<file path="config.mk">
export PLATFORM = sky130hd
export DESIGN_NAME = prk_ctrl
export DESIGN_NICKNAME = d
export VERILOG_FILES = /design/src/hdl/prk_pkg.sv /design/src/hdl/prk_ctrl.sv
export SDC_FILE = /design/constraint.sdc
export NUM_CORES = 1
export LEC_CHECK = 0
export ABC_AREA = 1
export ABC_CLOCK_PERIOD_IN_PS = 1450
export BUFFER_PORTS_ARGS = -buffer_cell sky130_fd_sc_hd__buf_4
export CORE_MARGIN = 2
export CORE_UTILIZATION = 50
export CTS_BUF_LIST = sky130_fd_sc_hd__clkbuf_16
export DETAILED_ROUTE_END_ITERATION = 7
export PLACE_DENSITY = 0.73
export SLEW_MARGIN = 20
export SYNTH_ARGS = -nofsm -noshare
export SYNTH_HDL_FRONTEND = slang
export SYNTH_SLANG_ARGS = --single-unit
</file>
<file path="constraint.sdc">
create_clock -name i_clk -period 1.45 [get_ports i_clk]
set_clock_uncertainty 0.05 [all_clocks]
set_input_delay 0.2175 -clock i_clk [delete_from_list [all_inputs] [get_ports i_clk]]
set_output_delay 0.2175 -clock i_clk [all_outputs]
set_load 0.05 [all_outputs]
</file>
<file path="src/hdl/prk_pkg.sv">
// shared constants, types and codes of the pagerank power iteration block
// no dependencies; every other file depends on this package
package prk_pkg;

    localparam int NODES_MAX = 1024;
    localparam int EDGES_MAX = 8192;

    localparam int NODE_W  = $clog2(NODES_MAX);
    localparam int CNT_W   = $clog2(NODES_MAX + 1);
    localparam int EDGE_AW = (EDGES_MAX > 1) ? $clog2(EDGES_MAX) : 1;
    localparam int ETOT_W  = $clog2(EDGES_MAX + 1);
    localparam int DEG_W   = ETOT_W;
    localparam int IDX_W   = (ETOT_W > CNT_W) ? ETOT_W : CNT_W;

    localparam int REQ_W      = 2;
    localparam int STAT_W     = 2;
    localparam int ITER_W     = 8;
    localparam int SCORE_W    = 32;
    localparam int ALPHA_W    = 16;
    localparam int OMA_W      = ALPHA_W + 1;
    localparam int TOL_W      = 16;
    localparam int NCFG_W     = 11;
    localparam int CFG_IDX_W  = 2;
    localparam int CFG_DATA_W = 16;

    localparam int PROD_W  = OMA_W + SCORE_W;
    localparam int SHARE_W = PROD_W - ALPHA_W;
    localparam int ACC_W   = SHARE_W + ETOT_W;
    localparam int DSUM_W  = SHARE_W + CNT_W;
    localparam int ERR_W   = SCORE_W + CNT_W;
    localparam int LIM_W   = CNT_W + TOL_W;
    localparam int NV_W    = ACC_W + 1;
    localparam int DIV_W   = (DSUM_W > SCORE_W) ? DSUM_W : SCORE_W;
    localparam int DVS_W   = IDX_W;

    localparam logic [NCFG_W-1:0]  NODES_RST = NCFG_W'(1024);
    localparam logic [ALPHA_W-1:0] ALPHA_RST = ALPHA_W'(9830);
    localparam logic [ITER_W-1:0]  MAXIT_RST = ITER_W'(100);
    localparam logic [TOL_W-1:0]   TOL_RST   = TOL_W'(2147);

    typedef enum logic [REQ_W-1:0] {
        REQ_ADD   = 2'd0,
        REQ_RUN   = 2'd1,
        REQ_READ  = 2'd2,
        REQ_CLEAR = 2'd3
    } t_req;

    typedef enum logic [STAT_W-1:0] {
        ST_OK    = 2'd0,
        ST_FULL  = 2'd1,
        ST_RANGE = 2'd2
    } t_status;

    typedef enum logic [CFG_IDX_W-1:0] {
        CFG_NODES = 2'd0,
        CFG_ALPHA = 2'd1,
        CFG_MAXIT = 2'd2,
        CFG_TOL   = 2'd3
    } t_cfg_idx;

    typedef enum logic [4:0] {
        DP_NOP, DP_SWEEP, DP_LATCH, DP_CLEAR, DP_ADD_RD, DP_ADD_WR, DP_RD_RD, DP_RD_CAP,
        DP_DIV_INIT, DP_CAP_INIT, DP_DIV_TELE, DP_CAP_TELE, DP_FILL, DP_ITER_START,
        DP_DANG_RD, DP_DANG_MUL, DP_DANG_ADD, DP_DIV_DANG, DP_CAP_DANG, DP_E_RD,
        DP_E_RD2, DP_E_MUL, DP_DIV_EDGE, DP_E_SKIP, DP_E_ACC, DP_IDX_CLR, DP_UPD_RD,
        DP_UPD_WR, DP_ITER_END
    } t_dp_op;

    typedef enum logic [5:0] {
        S_RST_SWEEP, S_IDLE, S_ADD_RD, S_ADD_WR, S_RD_RD, S_RD_CAP, S_CLR, S_CLR_SWEEP,
        S_INIT_DIV, S_INIT_WAIT, S_INIT_CAP, S_TELE_DIV, S_TELE_WAIT, S_TELE_CAP, S_FILL,
        S_ITER, S_DANG_RD, S_DANG_MUL, S_DANG_ADD, S_DANG_DIV, S_DANG_WAIT, S_DANG_CAP,
        S_E_RD, S_E_RD2, S_E_MUL, S_E_DIV, S_E_WAIT, S_E_ACC, S_UPD_START, S_UPD_RD,
        S_UPD_WR, S_ITER_END, S_RESP
    } t_state;

    typedef struct packed {
        t_dp_op op;
    } t_cmd;

    typedef struct packed {
        t_req req;
        logic div_busy;
        logic idx_sweep_last;
        logic idx_n_last;
        logic idx_edge_last;
        logic edges_empty;
        logic edge_ok;
        logic max_zero;
        logic err_below;
        logic iter_last;
    } t_dp_status;

endpackage

</file>
<file path="src/hdl/prk_ctrl.sv">
// controller state machine: sequences requests, sweeps and power iterations
// depends on prk_pkg; drives the datapath by command and reads its status
module prk_ctrl (
    input  logic                  i_clk,
    input  logic                  i_rst_n,
    input  logic                  i_req_valid,
    output logic                  o_req_ready,
    output logic                  o_rsp_valid,
    input  logic                  i_rsp_ready,
    input  prk_pkg::t_dp_status   i_st,
    output prk_pkg::t_cmd         o_cmd
);
    import prk_pkg::*;

    t_state r_state;
    t_state n_state;

    always_ff @(posedge i_clk) begin
        if (!i_rst_n) begin
            r_state <= S_RST_SWEEP;
        end else begin
            r_state <= n_state;
        end
    end

    always_comb begin
        n_state     = r_state;
        o_cmd.op    = DP_NOP;
        o_req_ready = 1'b0;
        o_rsp_valid = 1'b0;
        case (r_state)
            S_RST_SWEEP: begin
                o_cmd.op = DP_SWEEP;
                if (i_st.idx_sweep_last) n_state = S_IDLE;
            end
            S_IDLE: begin
                o_req_ready = 1'b1;
                if (i_req_valid) begin
                    o_cmd.op = DP_LATCH;
                    case (i_st.req)
                        REQ_ADD:  n_state = S_ADD_RD;
                        REQ_RUN:  n_state = S_INIT_DIV;
                        REQ_READ: n_state = S_RD_RD;
                        default:  n_state = S_CLR;
                    endcase
                end
            end
            S_ADD_RD: begin
                o_cmd.op = DP_ADD_RD;
                n_state  = S_ADD_WR;
            end
            S_ADD_WR: begin
                o_cmd.op = DP_ADD_WR;
                n_state  = S_RESP;
            end
            S_RD_RD: begin
                o_cmd.op = DP_RD_RD;
                n_state  = S_RD_CAP;
            end
            S_RD_CAP: begin
                o_cmd.op = DP_RD_CAP;
                n_state  = S_RESP;
            end
            S_CLR: begin
                o_cmd.op = DP_CLEAR;
                n_state  = S_CLR_SWEEP;
            end
            S_CLR_SWEEP: begin
                o_cmd.op = DP_SWEEP;
                if (i_st.idx_sweep_last) n_state = S_RESP;
            end
            S_INIT_DIV: begin
                o_cmd.op = DP_DIV_INIT;
                n_state  = S_INIT_WAIT;
            end
            S_INIT_WAIT: begin
                if (!i_st.div_busy) n_state = S_INIT_CAP;
            end
            S_INIT_CAP: begin
                o_cmd.op = DP_CAP_INIT;
                n_state  = S_TELE_DIV;
            end
            S_TELE_DIV: begin
                o_cmd.op = DP_DIV_TELE;
                n_state  = S_TELE_WAIT;
            end
            S_TELE_WAIT: begin
                if (!i_st.div_busy) n_state = S_TELE_CAP;
            end
            S_TELE_CAP: begin
                o_cmd.op = DP_CAP_TELE;
                n_state  = S_FILL;
            end
            S_FILL: begin
                o_cmd.op = DP_FILL;
                if (i_st.idx_sweep_last) n_state = i_st.max_zero ? S_RESP : S_ITER;
            end
            S_ITER: begin
                o_cmd.op = DP_ITER_START;
                n_state  = S_DANG_RD;
            end
            S_DANG_RD: begin
                o_cmd.op = DP_DANG_RD;
                n_state  = S_DANG_MUL;
            end
            S_DANG_MUL: begin
                o_cmd.op = DP_DANG_MUL;
                n_state  = S_DANG_ADD;
            end
            S_DANG_ADD: begin
                o_cmd.op = DP_DANG_ADD;
                n_state  = i_st.idx_n_last ? S_DANG_DIV : S_DANG_RD;
            end
            S_DANG_DIV: begin
                o_cmd.op = DP_DIV_DANG;
                n_state  = S_DANG_WAIT;
            end
            S_DANG_WAIT: begin
                if (!i_st.div_busy) n_state = S_DANG_CAP;
            end
            S_DANG_CAP: begin
                o_cmd.op = DP_CAP_DANG;
                n_state  = i_st.edges_empty ? S_UPD_START : S_E_RD;
            end
            S_E_RD: begin
                o_cmd.op = DP_E_RD;
                n_state  = S_E_RD2;
            end
            S_E_RD2: begin
                o_cmd.op = DP_E_RD2;
                n_state  = S_E_MUL;
            end
            S_E_MUL: begin
                o_cmd.op = DP_E_MUL;
                n_state  = S_E_DIV;
            end
            S_E_DIV: begin
                if (i_st.edge_ok) begin
                    o_cmd.op = DP_DIV_EDGE;
                    n_state  = S_E_WAIT;
                end else begin
                    o_cmd.op = DP_E_SKIP;
                    n_state  = i_st.idx_edge_last ? S_UPD_START : S_E_RD;
                end
            end
            S_E_WAIT: begin
                if (!i_st.div_busy) n_state = S_E_ACC;
            end
            S_E_ACC: begin
                o_cmd.op = DP_E_ACC;
                n_state  = i_st.idx_edge_last ? S_UPD_START : S_E_RD;
            end
            S_UPD_START: begin
                o_cmd.op = DP_IDX_CLR;
                n_state  = S_UPD_RD;
            end
            S_UPD_RD: begin
                o_cmd.op = DP_UPD_RD;
                n_state  = S_UPD_WR;
            end
            S_UPD_WR: begin
                o_cmd.op = DP_UPD_WR;
                n_state  = i_st.idx_n_last ? S_ITER_END : S_UPD_RD;
            end
            S_ITER_END: begin
                o_cmd.op = DP_ITER_END;
                n_state  = (i_st.err_below || i_st.iter_last) ? S_RESP : S_ITER;
            end
            S_RESP: begin
                o_rsp_valid = 1'b1;
                if (i_rsp_ready) n_state = S_IDLE;
            end
            default: n_state = S_IDLE;
        endcase
    end

endmodule

</file>
==> metrics.cfg, run 1 <==
[outcome]
outcome = aborted with a tool error
failing_step = 4_1_cts
error_message = [ERROR DPL-0038] Utilization greater than 100%, impossible to legalize

[synthesis]
synth_async_sr_flop_share_pct = 0
dominant_cell_by_count_in_the_synthesized_netlist = nand2_1
post_synthesis_sequential_element_count = 6
yosys_warnings = 0
synth_edf_count = 0
syn-num-nets = 246
synth_top_flop_cell = dfxtp_1
synth.lib_cells_used.distinct = 27
top_area_cell_type_share_of_the_netlist_area_pct = 20.2
commonest_cells_in_the_synthesized_netlist = nand2_1, nor2_1, nand3_1
synth_largest_area_cell = nand2_1
syn_area_um2 = 1170
netlist_top_cells_area = nand2_1, nand3_1, nor2_1, dfxtp_1, inv_1
sequential_area_share_after_synthesis_pct = 10.2
syn_inst = 228
mean_area_per_synthesized_cell_um2 = 5.14

[cts]
cts_setup_buffers = 9
clockRootBuffer = clkbuf_16
cts.sinks = 6
h-tree-depth = 1
post_cts_hold_buffer_count = 0
tritoncts.num_buffers = 3
clock_path_buffers = 2
post_cts_resize_count = 59

[placed_design]
place.gp.congestion = 1.10
dp.final_hpwl_mm = 3.93
numPortBuffers = 21

[floorplanning]
start_util_pct = 53.0
io-pin-count = 22
floorplan.die.width_um = 52.4
rows = 17
floorplan.die.height_um = 52.4

-- per-stage QoR --
| step | setup TNS [ns] | instances | instance area (um^2) | hold WS [ns] | worst slack (ns) |
|---|---|---|---|---|---|
| 2_1_floorplan | -1.17 | 228 | 1310 | 0.286 | -0.254 |
| 3_3_place_gp | -2.57 | 328 | 1870 | 0.412 | -0.298 |
| 3_5_place_dp | -2.73 | 328 | 1870 | 0.427 | -0.328 |
-- cell families after synthesis --
logic type	after synthesis	synth area share, %
AO/OA/AOI/OAI	21	11.4
adder cells (fa/ha/maj)	3	3.20
buffers and inverters	34	11.7
flip-flops	6	10.2
AND/OR/NAND/NOR	164	63.4
==> inputs of run 2 (changes only) <==
Settings changed: ABC_CLOCK_PERIOD_IN_PS 1450 to 1900, CORE_AREA from default to 2 2 63 65, CORE_MARGIN 2 to default, CORE_UTILIZATION 50 to default, CTS_BUF_LIST sky130_fd_sc_hd__clkbuf_16 to default, DIE_AREA from default to 0 0 65 67, PLACE_DENSITY 0.73 to default, PLACE_DENSITY_LB_ADDON from default to 0.15.
Clock period 1.45 ns to 1.9 ns, I/O delays scaled along.
==> metrics.cfg, run 2 <==
[timing]
unrepaired_setup_endpoints_after_global_routing = true
setup_slack_ns = -0.0662
setup_tns_ns = -0.189
drv_slew = 0
final_period_minus_worst_setup_slack_ns = 1.97
maximum_clock_rate_ghz = 0.509
final_min_period_over_clock_period_pct = 103
report.final.setup_viol = 4
max-slew-margin-rel_pct = 79.6
worst-slew-pin-transition_ns = 0.304
hold_violations_final = 0

[setup_path]
worst_path_cell_trace = inv_4 > buf_4 > nor2_4 > buf_4 > a32oi_1 > nand4_1 > buf_6
worst_path_max_delay_cell = dfxtp_4
reg2reg_from = r_state[1]$_SDFFE_PN0P_
startpoint_kind_of_the_worst_setup_timing_path = flip-flop
timing_worst_setup_path_type = flip-flop to output port
r2r_cells = 13
setup.worst_path.end_class = output port
cp.depth = 7
path_max_fanout = 6
critical_path.top_delay_family = buffers and inverters
critical_path.max_stage_delay_ns = 0.41
path_buf_inv = 4
required_ns = 1.56
crit_arrival_ns = 1.63
crit_start = r_state[1]$_SDFFE_PN0P_
crit_top_cell = buf_4

[detailed_routing]
route.vias.total = 1887
drc = 0
detailed_routing_iterations_pass_1 = 4
wl_per_cell_um = 14.6
drt_iter0_markers = 110
via_per_inst = 5.18
wl_mm = 5.31
antenna_violating_nets_post_route = 0

[synthesis]
post_synthesis_sequential_element_count = 6
syn-num-nets = 246
yosys_warnings = 0
synth_largest_area_cell = nand2_1
synth.lib_cells_used.distinct = 27
sequential_area_share_after_synthesis_pct = 10.2
synth_async_sr_flop_share_pct = 0
syn_inst = 228
synth_edf_count = 0
syn_area_um2 = 1170
synth_top_flop_cell = dfxtp_1
top_area_cell_type_share_of_the_netlist_area_pct = 20.2
dominant_cell_by_count_in_the_synthesized_netlist = nand2_1
mean_area_per_synthesized_cell_um2 = 5.14
commonest_cells_in_the_synthesized_netlist = nand2_1, nor2_1, nand3_1
netlist_top_cells_area = nand2_1, nand3_1, nor2_1, dfxtp_1, inv_1

[min_path]
hold_path_depth = 3
hp-class = input port to flip-flop
hold_path.startpoint = i_rst_n

[pwr]
power.density_cell_area_nw_per_um2 = 949
cellLeakagePower_uw = 0.00121
vdd_ir_drop_max_mv = 0.473

[floorplanning]
io-pin-count = 22
floorplan.die.width_um = 65
rows = 22
floorplan.die.height_um = 67
core-area_um2 = 3610
start_util_pct = 32.5
die_area_um2 = 4360

[global_route]
global_routing_met3_resource_utilization_pct = 3.72
grt.overflow.total = 0
grt_pass1_vias = 1781
antenna_found_initial = 0
grt.met2_usage_pct = 42.7
global_route_wire_length_before_repair_mm = 8.36
top_usage_layer = met2
global_route_usage_sum_pct = 25.2
grtUsageMet1_pct = 32.9
pin_count_of_the_biggest_net_entering_global_routing = 14

[cts]
cts.sinks = 6
cts_tree = built
clock_path_buffers = 2
h-tree-depth = 1
insertion_delay_ns = 0.22
tritoncts.num_buffers = 3
post_cts_hold_buffer_count = 0
clockRootBuffer = clkbuf_8
clk_transition_reported_paths_ns = 0.04

[run]
timing.max_cap.violations = 0

[finish]
layout.cells.most_common = buf_4
regMostFlops = r_state
largestRegisters = r_state: 6 flops
final_layout_size_suffix_gt1_share_pct = 51.6
layout-area-overhead-vs-synth_pct = 91.0
mostFrequentLayoutCells = buf_4, nand2_1, nand3_1
diodes = 0
layout.core_utilization_pct = 62.1
largest_register_ffs = 6
nNetsFinal = 336

[placed_design]
dp.final_hpwl_mm = 4.03
numPortBuffers = 21
place.gp.congestion = 0.983
preCtsSetupSlack_ns = -0.0498

[outcome]
failed_checks = negative setup slack
outcome = finished, violations left

-- run 2: cell counts after synthesis --
Identical to the previous run, type by type.
-- run 2: cell families (layout without fill, tap and decap cells) --
group | Yosys count | in the layout | share of synthesized area (%)
AOI/OAI and AO/OA | 21 | 21 | 11.4
adders and majority gates | 3 | 3 | 3.20
buffers and inverters | 34 | 122 | 11.7
DFF | 6 | 6 | 10.2
and+or+nand+nor | 164 | 164 | 63.4
-- run 2: worst paths after layout --
| path | endpoint | slack [ns] |
|---|---|---|
| worst min-delay path | r_state[0]$_SDFFE_PN0P_ | 0.26 |
| worst max-delay path | o_cmd[0] | -0.07 |
| worst min register to register | r_state[3]$_SDFFE_PN0P_ | 0.50 |
| worst max register to register | r_state[1]$_SDFFE_PN0P_ | 0.09 |
-- run 2: worst register-to-register path: stages (launching register included) --
cell and delay (ns):
dfxtp_4 0.41, inv_4 0.07, buf_4 0.14, nor2_4 0.21, nand3_2 0.13, buf_4 0.15
buf_4 0.13, nand2_1 0.05, nor2_1 0.04, nand2_1 0.05, nor2_1 0.03, nand2_1 0.11
nand2_1 0.07, a21oi_2 0.10
-- run 2: stage by stage --
step | instances | hold WS, ns | total power (uW) | instance area, um^2
4_1_cts | 359 | 0.254 | 2040 | 2160
6_report | 364 | 0.259 | 2120 | 2240
2_1_floorplan | 228 | 0.361 | 994 | 1190
5_1_grt | 364 | 0.267 | 2260 | 2240
3_3_place_gp | 349 | 0.491 | 1580 | 1830
3_5_place_dp | 349 | 0.492 | 1580 | 1830
-- run 2: timing repair --
action,4_1_cts,5_1_grt
cloned,0,0
setup endpoints to repair,5,7
pin swaps,18,7
setup buffers,9,6
gates resized for setup,70,14
-- run 2: layer usage --
metal / up-vias / share of wire [%] / wire length, um
met5: - / 0 / 0
met2: 90 / 46 / 2460
met1: 845 / 43 / 2280
li1: 934 / - / -
met4: 0 / 4.5 / 237
met3: 18 / 6.1 / 324
-- run 2: final cells by class --
type / instances / area, um^2
fillers: 346 / 1370
multi-input cells: 188 / 1130
repair buffers: 91 / 753
flip-flops and latches: 6 / 143
inverters: 28 / 115
well taps: 48 / 60.1
clock buffers: 3 / 41.3
-- run 2: where the power goes --
part           switching (uW)  leakage, uW  total (uW)  internal, uW
combinational             976      0.00114        1690           710
clock                    52.8    0.0000216         189           136
sequential               81.5    0.0000533         250           169
Note: power is estimated with default switching activity, not from simulation.
